$ cat src/direct_mapped_cache_stats_top_macros.svh
// ----------------------------------------------------------------------------
// Direct-mapped cache statistics: assertion macros
// Shared concurrent assertion forms used by the block's RTL.
// ----------------------------------------------------------------------------
`ifndef DIRECT_MAPPED_CACHE_STATS_TOP_MACROS_SVH
`define DIRECT_MAPPED_CACHE_STATS_TOP_MACROS_SVH

// Same-cycle implication, disabled during reset.
`define DMCS_ASSERT_NOW(label, clk, rst, ante, cons, msg) \
   label: assert property (@(posedge clk) disable iff (rst) (ante) |-> (cons)) \
      else $error(msg);

// Next-cycle implication, disabled during reset.
`define DMCS_ASSERT_NEXT(label, clk, rst, ante, cons, msg) \
   label: assert property (@(posedge clk) disable iff (rst) (ante) |=> (cons)) \
      else $error(msg);

`endif

$ cat src/dmcs_pkg.sv
// ----------------------------------------------------------------------------
// Direct-mapped cache statistics: package
// Widths, register indexes, line layout and controller/datapath structs.
// ----------------------------------------------------------------------------
`default_nettype none

package dmcs_pkg;

   // Field widths.
   localparam int ADDR_W    = 32;
   localparam int CNT_W     = 32;
   localparam int CSR_W     = 5;
   localparam int CSR_IDX_W = 1;

   // Address split limits and reset values.
   localparam int OFFSET_MAX   = 16;
   localparam int INDEX_MAX    = 10;
   localparam int OFFSET_RESET = 5;
   localparam int INDEX_RESET  = 7;

   // The raw set index is at most INDEX_MAX bits wide.
   localparam int RAW_SET_W = INDEX_MAX;

   // Fixed-point shift of the reciprocal used to reduce the set index.
   localparam int RECIP_SHIFT = 20;
   localparam int RECIP_W     = RECIP_SHIFT + 1;

   // Width of the set count constant.
   localparam int SET_N_W = 17;

   // Register indexes of the configuration port.
   localparam logic [CSR_IDX_W-1:0] CSR_OFFSET_BITS = 1'd0;
   localparam logic [CSR_IDX_W-1:0] CSR_INDEX_BITS  = 1'd1;

   // Access kind code.
   localparam logic KIND_WRITE = 1'b1;

   // One line of the tag store.
   typedef struct packed {
      logic              valid;
      logic              dirty;
      logic [ADDR_W-1:0] tag;
   } line_type;

   // Commands from the controller to the datapath.
   typedef struct packed {
      logic clear_step;
      logic accept;
      logic do_quot;
      logic do_prod;
      logic do_rem;
      logic do_read;
      logic do_update;
   } cmd_type;

   // Status from the datapath to the controller.
   typedef struct packed {
      logic clear_last;
   } status_type;

   // Saturating increment of a running counter.
   function automatic logic [CNT_W-1:0] sat_inc(input logic [CNT_W-1:0] c);
      return (c == {CNT_W{1'b1}}) ? c : c + {{(CNT_W-1){1'b0}}, 1'b1};
   endfunction

endpackage

`default_nettype wire

$ cat src/dmcs_ctrl.sv
// ----------------------------------------------------------------------------
// Direct-mapped cache statistics: controller
// Sequences the clearing pass and the steps of each item, and owns the
// handshakes of both channels.
// ----------------------------------------------------------------------------
`default_nettype none

module dmcs_ctrl (
   input  wire logic                  clock,
   input  wire logic                  reset,
   input  wire logic                  req_valid,
   output logic                       req_stall,
   output logic                       rsp_valid,
   input  wire logic                  rsp_stall,
   output dmcs_pkg::cmd_type          cmd,
   input  wire dmcs_pkg::status_type  status
);
   import dmcs_pkg::*;

   localparam logic [2:0] ST_CLEAR  = 3'd0;
   localparam logic [2:0] ST_IDLE   = 3'd1;
   localparam logic [2:0] ST_QUOT   = 3'd2;
   localparam logic [2:0] ST_PROD   = 3'd3;
   localparam logic [2:0] ST_REM    = 3'd4;
   localparam logic [2:0] ST_READ   = 3'd5;
   localparam logic [2:0] ST_UPDATE = 3'd6;

   logic [2:0] state_ff, state_in;
   logic       out_valid_ff, out_valid_in;
   logic       slot_free;

   // The result slot is free when empty or being taken this cycle.
   assign slot_free = !out_valid_ff || !rsp_stall;

   // Commands decoded from the state.
   always_comb begin
      cmd            = '0;
      cmd.clear_step = (state_ff == ST_CLEAR);
      cmd.accept     = (state_ff == ST_IDLE) && req_valid;
      cmd.do_quot    = (state_ff == ST_QUOT);
      cmd.do_prod    = (state_ff == ST_PROD);
      cmd.do_rem     = (state_ff == ST_REM);
      cmd.do_read    = (state_ff == ST_READ);
      cmd.do_update  = (state_ff == ST_UPDATE) && slot_free;
   end

   // Next state.
   always_comb begin
      state_in = state_ff;
      case (state_ff)
         ST_CLEAR: begin
            if (status.clear_last) state_in = ST_IDLE;
         end
         ST_IDLE: begin
            if (req_valid) state_in = ST_QUOT;
         end
         ST_QUOT:   state_in = ST_PROD;
         ST_PROD:   state_in = ST_REM;
         ST_REM:    state_in = ST_READ;
         ST_READ:   state_in = ST_UPDATE;
         ST_UPDATE: begin
            if (slot_free) state_in = ST_IDLE;
         end
         default:   state_in = ST_IDLE;
      endcase
   end

   // Result valid is set by an update and cleared when the item is taken.
   always_comb begin
      out_valid_in = out_valid_ff;
      if (cmd.do_update) begin
         out_valid_in = 1'b1;
      end else if (!rsp_stall) begin
         out_valid_in = 1'b0;
      end
   end

   always_ff @(posedge clock) begin
      if (reset) begin
         state_ff     <= ST_CLEAR;
         out_valid_ff <= 1'b0;
      end else begin
         state_ff     <= state_in;
         out_valid_ff <= out_valid_in;
      end
   end

   assign req_stall = (state_ff != ST_IDLE);
   assign rsp_valid = out_valid_ff;

endmodule

`default_nettype wire

$ cat config.mk
export PLATFORM = sky130hd
export DESIGN_NAME = dmcs_ctrl
export DESIGN_NICKNAME = d
export VERILOG_FILES = /design/src/direct_mapped_cache_stats_top_macros.svh /design/src/dmcs_pkg.sv /design/src/dmcs_ctrl.sv
export SDC_FILE = /design/constraint.sdc
export NUM_CORES = 1
export LEC_CHECK = 0
export BUFFER_PORTS_ARGS = -buffer_cell sky130_fd_sc_hd__buf_2
export CAP_MARGIN = 10
export CORE_AREA = 2 2 39 41
export DETAILED_ROUTE_END_ITERATION = 6
export DIE_AREA = 0 0 41 43
export PLACE_DENSITY_LB_ADDON = 0.05
export REMOVE_ABC_BUFFERS = 1
export SLEW_MARGIN = 20
export SYNTH_ARGS = -nofsm -noshare
export SYNTH_HDL_FRONTEND = slang
export SYNTH_SLANG_ARGS = --single-unit
$ cat constraint.sdc
create_clock -name clock -period 1.3 [get_ports clock]
set_input_delay 0.195 -clock clock [delete_from_list [all_inputs] [get_ports clock]]
set_output_delay 0.195 -clock clock [all_outputs]
set_load 0.03 [all_outputs]
### After elaboration in Yosys (flattened, before gate mapping)

Cells that the tools add are included.

* equality and inequality tests: 11
* multiplexer cells: 6
* reduce and logical (&&, ||, !) cells: 7

Operators with widths (number)
* 3-bit case mux with 7 select lines: 1
* 3-bit == test (second input constant): 3
* 3-bit 2-to-1 mux: 3
* 3-bit by 2-bit == test with 1-bit output (second input constant): 2
* 2-bit by 1-bit != test with 1-bit output (second input constant): 2
* 2-bit != test (second input constant): 2
* 3-bit by 1-bit == test with 1-bit output (second input constant): 1
* 3-bit logical NOT: 1
* 3-bit by 1-bit != test with 1-bit output (second input constant): 1
* 3-bit AND reduction: 1
* 1-bit logical AND: 2
* 1-bit logical NOT: 2
* 1-bit 2-to-1 mux: 2
* 1-bit logical OR: 1

* flip-flop bits (word level): 4
* input port bits: 5
* word-level logic and storage cells: 26

### Depth between registers and ports, before layout

Gate-level depths: netlist of the first run.

* depth in word-level cells: 4
* depth in mapped cells: 4
* depth with buffers taken out: 3

### Worst setup path after synthesis of the first run

OpenSTA, ideal clock, no wires.

* path kind: register to output
* start: register state_ff[1]
* end: output cmd[4] (netlist name)
* arrival: 1197 ps
* path slack: -92 ps
* stages on the path, launching flop included: 3
* path buffers: 0
* cell sequence: dfxtp_1 > inv_1 > nor3_1

RTL lines
* start: declaration: line dmcs_ctrl.sv:28 `logic [2:0] state_ff, state_in;`
* start signal: assignment: line dmcs_ctrl.sv:83 `state_ff <= state_in;`
* end: declaration: line dmcs_ctrl.sv:15 `output dmcs_pkg::cmd_type cmd,`

==> results.md, run 1 <==
* Setup slack on the worst flop-to-flop path at 110 ps
* Non-filler instance count after layout at 69
* Required time of the critical path at 1110 ps
* Crit Path Class: reg2out
* Number of instances in the placed design at 62
* Vertical die dimension at ~43 µm
* Critical-path cell list: nand2_1 > or2_4 > inv_2 > buf_6
* Finish-stage setup viols at 0
* Number of max-slew violations in the final report at 0
* Unrepaired setup endpoints after global routing: true
* GRT overflow at 0
* Rel. slew slack at 87.3%
* Maximum cell stage delay along the critical path at approximately 380 ps
* Maximum clock frequency at 784 MHz
* Clock tree from TritonCTS: done
* Total number of vias at 320
* Count of input and output buffers at 13
* Number of flip-flops and latches in the synthesized netlist at 4
* Count of antenna diodes in the layout at 0
* Clock insertion delay at the later pin of the skew report at roughly 230 ps
* DRT antenna net count at 0
* Yosys cell types at 19
* Core Footprint at 1380 µm²
* Vias per cell at 4.64
* Number of hold violations in the final report at 0
* Starting DRT DRC Count at 6
* Static Leakage at 0.000201 µW
* Synthesis-to-finish area growth at 68.8%
* Worst setup SP type: register
* Max-capacitance violation count at 0
* Die Footprint at 1760 µm²
* Wire length of the first global-routing pass at 1.10 mm
* Arrival time of data at the critical path endpoint at 1080 ps
* Nature of the critical path endpoint: output pin
* Number of sinks driven by the clock tree at 4
* Slew at the pin with the worst max-slew slack at 189 ps
* Sequential share of the synthesized area at between 30% and 40%
* Ratio of cells with drive above 1 in the final layout at 56.6%
* Effective utilization at floorplan at 18.3%
* Proportion of power drawn by combinational gates at 31.5%
* Minimum setup slack after placement at 60.2 ps
* Design Area, Final at 427 µm²
* Number of nets in the layout at 60
* Via count of the first global-routing pass at between 200 and 300
* Placement-stage cell area at 330 µm²
* Syn. warnings at 0
* Max Fanout on Critical Path at 8
* Number of placement rows at 14
* Total buffers and inverters traversed by the critical path at 2
* Shortest clock period the worst path allows after layout at 1280 ps
* Total length of routed wires at slightly below 800 µm
* Placed wire-length estimate after detailed placement at 521 µm
* Crit path setup slack, layout at 24.1 ps
* Avg WL per Cell at between 10 and 15 µm
* Cells after Synth at 34
* DRC errors left at 0
* Maximum clock path buffer count at 2
* H-tree levels at 1
* Initial DRT Pass Iterations at 3
* Post-synth design cell area at 253 µm²
* IR Drop Worst-Case VDD at 0.537 mV
* Share of total power in sequential cells at 32.7%
* Worst hold slack across all endpoints at approximately 180 ps
* CTS Root Buffer Type: clkbuf_4
* Clock-pin slew of the registers on the worst-case setup and hold paths at roughly 40 ps
* Result of the run: completed
* Family with the most delay on the worst path: flip-flops
* Global routing usage summed across all routing layers at under 10%
* Filler cells at approximately 160
* Maximum number of pins on one net before global-route repair at 14
* Horizontal extent of the die at 41 µm
* Mean instance size in the synthesized netlist at 7.43 µm²
* Sw Ratio at 32.0%
* Cell Pwr Density at 1010 nW/µm²
* Worst Hold Class: in2reg
* Crit-path slowest cell: dfxtp_4
* NetSw at 138 µW
* Final core utilization at 30.8%
* Cell-internal power at 293 µW
* Clock share of power at between 30% and 40%
* Largest clock skew in the final design at 4.81 ps
* Number of buffers created by CTS at 3
* Io pins at 14
* Last weighted congestion value of the routability-driven placer at 0.670
* Initial antenna violation count at 0
* Final worst-path cycle share at 98.1%
power by group through the flow:
stage          combinational [µW]  clock (µW)  sequential, µW
6_report                      136         154             141
4_1_cts                       117         165             139
5_1_grt                       145         171             142
3_3_place_gp                  109           0             143
2_1_floorplan                63.1           0             147
3_5_place_dp                  108           0             142
metal layers:
layer  vias to the layer above  routed length [µm]  GRT usage, %
met5                         -                   0             0
met4                         0                   0          2.00
met3                         0                  72          6.28
met2                        13                 355          12.5
met1                       146                 356          11.9
li1                        161                   -             -
timing repair:
| action | CTS | global route |
|---|---|---|
| resized for setup | 12 | 10 |
| endpoints found under the setup margin | 7 | 7 |
| hold endpoints to repair | 0 | 0 |
| buffers inserted | 0 | 3 |
| gates cloned | 0 | 1 |
| hold buffers | 0 | 0 |
kinds of logic after synthesis:
family                 count (synthesis)  synth area share (%)
flip-flops                             4                  31.7
AND/OR/NAND/NOR                       18                  38.1
AO/OA/AOI/OAI                          7                  18.3
buffers and inverters                  5                  11.9
placed cells by master (no fill, tap or decap), types with 2 or more instances in the layout:
master and count:
buf_4 9, buf_2 6, nand2_1 5, clkbuf_4 4, nor2_1 2, inv_2 2
and3_1 2, a21oi_1 2, or3_1 2, buf_6 2, dfxtp_4 2
worst paths after layout:
check                                         startpoint                       end  cells after the start
worst min-delay path                               reset  state_ff[0]$_SDFFE_PP0P_                      2
worst max register to register  state_ff[2]$_SDFFE_PP0P_  state_ff[0]$_SDFFE_PP0P_                      3
worst max-delay path            state_ff[1]$_SDFFE_PP0P_                    cmd[3]                      4
worst min register to register    rsp_valid$_SDFFE_PP0P_  state_ff[2]$_SDFFE_PP0P_                      2
cell usage after synthesis:
library cell / instances / area (µm²)
nand2_1: 5 / 18.8
dfxtp_1: 4 / 80.1
buf_4: 3 / 22.5
a21oi_1: 2 / 10.0
and3_1: 2 / 12.5
inv_1: 2 / 7.51
nor2_1: 2 / 7.51
nor3_1: 2 / 10.0
or3_1: 2 / 12.5
a211o_1: 1 / 8.76
a311oi_1: 1 / 8.76
a31oi_1: 1 / 6.26
nand4_1: 1 / 6.26
nand4b_1: 1 / 8.76
nor2b_1: 1 / 6.26
nor3b_1: 1 / 7.51
o211ai_1: 1 / 7.51
o21ai_0: 1 / 5.00
or2_2: 1 / 6.26
registers in the layout, summed over array words and instances (netlist names):
register,cells
rsp_valid,1
state_ff,3
worst reg2reg max path: stages, from the launching register on:
cell	delay, ps
dfxtp_4	350
clkbuf_2	140
or3_1	350
a311oi_1	250
cell type report:
type	count	area [µm²]	area share (%)
Tap cell	16	20.0	4.69
Multi-Input combinational cell	25	155	36.4
Inverter	2	7.51	1.76
Timing Repair Buffer	19	133	31.1
Clock buffer	3	22.5	5.28
Sequential cell	4	88.8	20.8
stage by stage:
| step | total power (µW) | TNS (ps) |
|---|---|---|
| floorplan | 210 | -323 |
| global placement | 252 | 0 |
| detailed placement | 250 | 0 |
| CTS | 420 | 0 |
| global route | 458 | -18.4 |
| finish | 431 | 0 |
Power figures use the tool's default switching activity.
==> run 2: changes to the inputs <==
- CELL_PAD_IN_SITES_DETAIL_PLACEMENT: unset -> 1
- CELL_PAD_IN_SITES_GLOBAL_PLACEMENT: unset -> 1
- CORE_AREA: 2 2 39 41 -> 5 5 42 44
- DIE_AREA: 0 0 41 43 -> 0 0 47 49
==> run 2 against run 1 <==
Compared with the run above:
- first-iteration DRC count is 50% lower
- clock-buffer cell count stayed put
- sequential share of layout area is 0.71 points lower
- critical endpoint is now state_ff[0]$_SDFFE_PP0P_
==> results.md, run 2 (synthesized netlist as in run 1, its figures left out) <==
* Clock-pin slew of the registers on the worst-case setup and hold paths at approximately 40 ps
* Worst setup SP type: register
* Critical-path cell list: buf_4 > buf_4 > or3_1 > a21oi_2 > a311oi_1
* Die Footprint at 2300 µm²
* Cells on worst reg2reg path at 5
* Maximum cell stage delay along the critical path at 370 ps
* Number of placement rows at 14
* Nature of the critical path endpoint: register
* Horizontal extent of the die at 47 µm
* Core Footprint at 1400 µm²
* Vias per cell at roughly 4.6
* Proportion of power drawn by combinational gates at between 30% and 40%
* Worst flop-to-flop path startpoint: state_ff[2]$_SDFFE_PP0P_
* Worst Hold Class: in2reg
* Setup slack on the worst flop-to-flop path at 20 ps
* Count of input and output buffers at 13
* Total buffers and inverters traversed by the critical path at 2
* Number of max-slew violations in the final report at 0
* Io pins at 14
* CTS Root Buffer Type: clkbuf_4
* Clock tree from TritonCTS: done
* Leading cell type in the layout, fill and taps excluded: buf_4
* Hold buffers post-CTS at 0
* Flip-flop count of the largest register, all copies and words added at 3
* Cell Pwr Density at around 1000 nW/µm²
* Initial DRT Pass Iterations at 2
* Most used cells in the layout excluding fill and tap cells: 9 x buf_4, 6 x buf_2, 3 x nand2_2, 3 x clkbuf_4, 3 x buf_6
* Number of cells on the worst hold path at 2
* IR Drop Worst-Case VDD at 0.289 mV
* Slew at the pin with the worst max-slew slack at ~190 ps
* Initial antenna violation count at 0
* Unrepaired setup endpoints after global routing: true
* Global routing usage summed across all routing layers at between 8 and 9%
* Rel. slew slack at between 80% and 90%
* Largest clock skew in the final design at around 3.3 ps
* Last weighted congestion value of the routability-driven placer at 0.741
* GRT overflow at 0
* Hold endpoint: state_ff[1]$_SDFFE_PP0P_
* Starting DRT DRC Count at 3
* Count of antenna diodes in the layout at 0
* Max Fanout on Critical Path at 8
* Effective utilization at floorplan at 18.0%
* Family with the most delay on the worst path: flip-flops
* Filler cells at around 190
* Hold path startpoint: reset
* Minimum setup slack after placement at 73.2 ps
* Maximum clock path buffer count at 2
* Synthesis-to-finish area growth at 74.8%
* DRC errors left at 0
* Maximum clock frequency at 780 MHz
* Largest register by flop count: state_ff
* Number of buffers created by CTS at 3
* Number of sinks driven by the clock tree at 4
* Cell-internal power at 293 µW
* Avg WL per Cell at 12.3 µm
* Shortest clock period the worst path allows after layout at 1280 ps
* Maximum number of pins on one net before global-route repair at 10
* Final worst-path cycle share at 98.6%
* Via count of the first global-routing pass at 312
* Static Leakage at 0.000201 µW
* Ratio of cells with drive above 1 in the final layout at roughly two thirds
* Result of the run: completed
* Share of total power in sequential cells at 32.6%
* Finish-stage setup viols at 0
* Sw Ratio at roughly a third
* Total number of vias at 314
* Clock share of power at roughly 36%
* Number of nets in the layout at about 60
* Number of hold violations in the final report at 0
* Setup Total Neg Slack at 0 ps
* Crit path setup slack, layout at 18.0 ps
* Max-capacitance violation count at 0
* Placed wire-length estimate after detailed placement at 670 µm
* Worst path most repeated cell: buf_4
* Clock insertion delay at the later pin of the skew report at 240 ps
* Total length of routed wires at about 830 µm
* NetSw at 147 µW
* RR Endpoint: state_ff[0]$_SDFFE_PP0P_
* H-tree levels at 1
* Vertical die dimension at 49 µm
* Crit Path Class: reg2reg
* Crit-path slowest cell: dfxtp_4
* Required time of the critical path at 1410 ps
* Arrival time of data at the critical path endpoint at 1400 ps
* DRT antenna net count at 0
* Wire length of the first global-routing pass at 1.39 mm
==> run 2: cell types whose count changed in the layout (fill, tap and decap cells not counted), sizes merged <==
cell | previous run | this run
clkbuf | 5 | 3
buf | 17 | 18
==> run 2: power by group through the flow <==
| stage | registers, µW | logic, µW | clock network, µW |
|---|---|---|---|
| after floorplan | 147 | 63.1 | 0 |
| after global placement | 143 | 116 | 0 |
| after detailed placement | 143 | 117 | 0 |
| after CTS | 140 | 123 | 169 |
| after global routing | 145 | 147 | 175 |
| final | 144 | 137 | 160 |
==> run 2: layer usage <==
metal | part of all wire [%] | GRT usage (%)
met5 | 0 | 0
met4 | 2.4 | 6.91
met1 | 40 | 8.99
met3 | 5.4 | 4.80
met2 | 52 | 12.2
==> run 2: layout make-up <==
type | count | area (µm²) | share of cell area (%)
repair buffers | 18 | 131 | 29.7
clock buffers | 3 | 22.5 | 5.10
inverters | 2 | 7.51 | 1.70
flip-flops and latches | 4 | 88.8 | 20.1
multi-input cells | 25 | 171 | 38.8
well taps | 16 | 20.0 | 4.53
==> run 2: repair_timing <==
item / in CTS / in global routing
setup buffers: 1 / 0
gates resized for setup: 13 / 15
pin swaps: 2 / 2
endpoints found under the setup margin: 7 / 6
==> run 2: worst max-delay path by stage <==
stage | start | end | slack (ps) | cells after the start
floorplan | state_ff[2]$_SDFFE_PP0P_ | cmd[0] | -220 | 2
detailed placement | state_ff[2]$_SDFFE_PP0P_ | cmd[0] | 70 | 3
global route | state_ff[0]$_SDFFE_PP0P_ | cmd[6] | -30 | 3
CTS | state_ff[0]$_SDFFE_PP0P_ | cmd[5] | -1 | 3
global placement | state_ff[2]$_SDFFE_PP0P_ | state_ff[0]$_SDFFE_PP0P_ | 60 | 4
finish | state_ff[2]$_SDFFE_PP0P_ | state_ff[0]$_SDFFE_PP0P_ | 20 | 5
==> run 2: worst reg2reg max path: cells and delay by family, from the launching register on <==
kind	cells	cell delay [ps]
simple gates	1	350
buf+inv	2	260
flops	1	370
compound gates	2	180
==> run 2: through the flow <==
step	cell area, µm²	hold WS, ps	cells	total power [µW]	util [%]
after floorplan	230	264	31	210	-
after global placement	345	425	64	259	24.6
after detailed placement	345	422	64	260	24.6
after CTS	405	154	68	432	28.9
after global routing	442	168	68	466	31.5
final	442	163	68	440	31.5
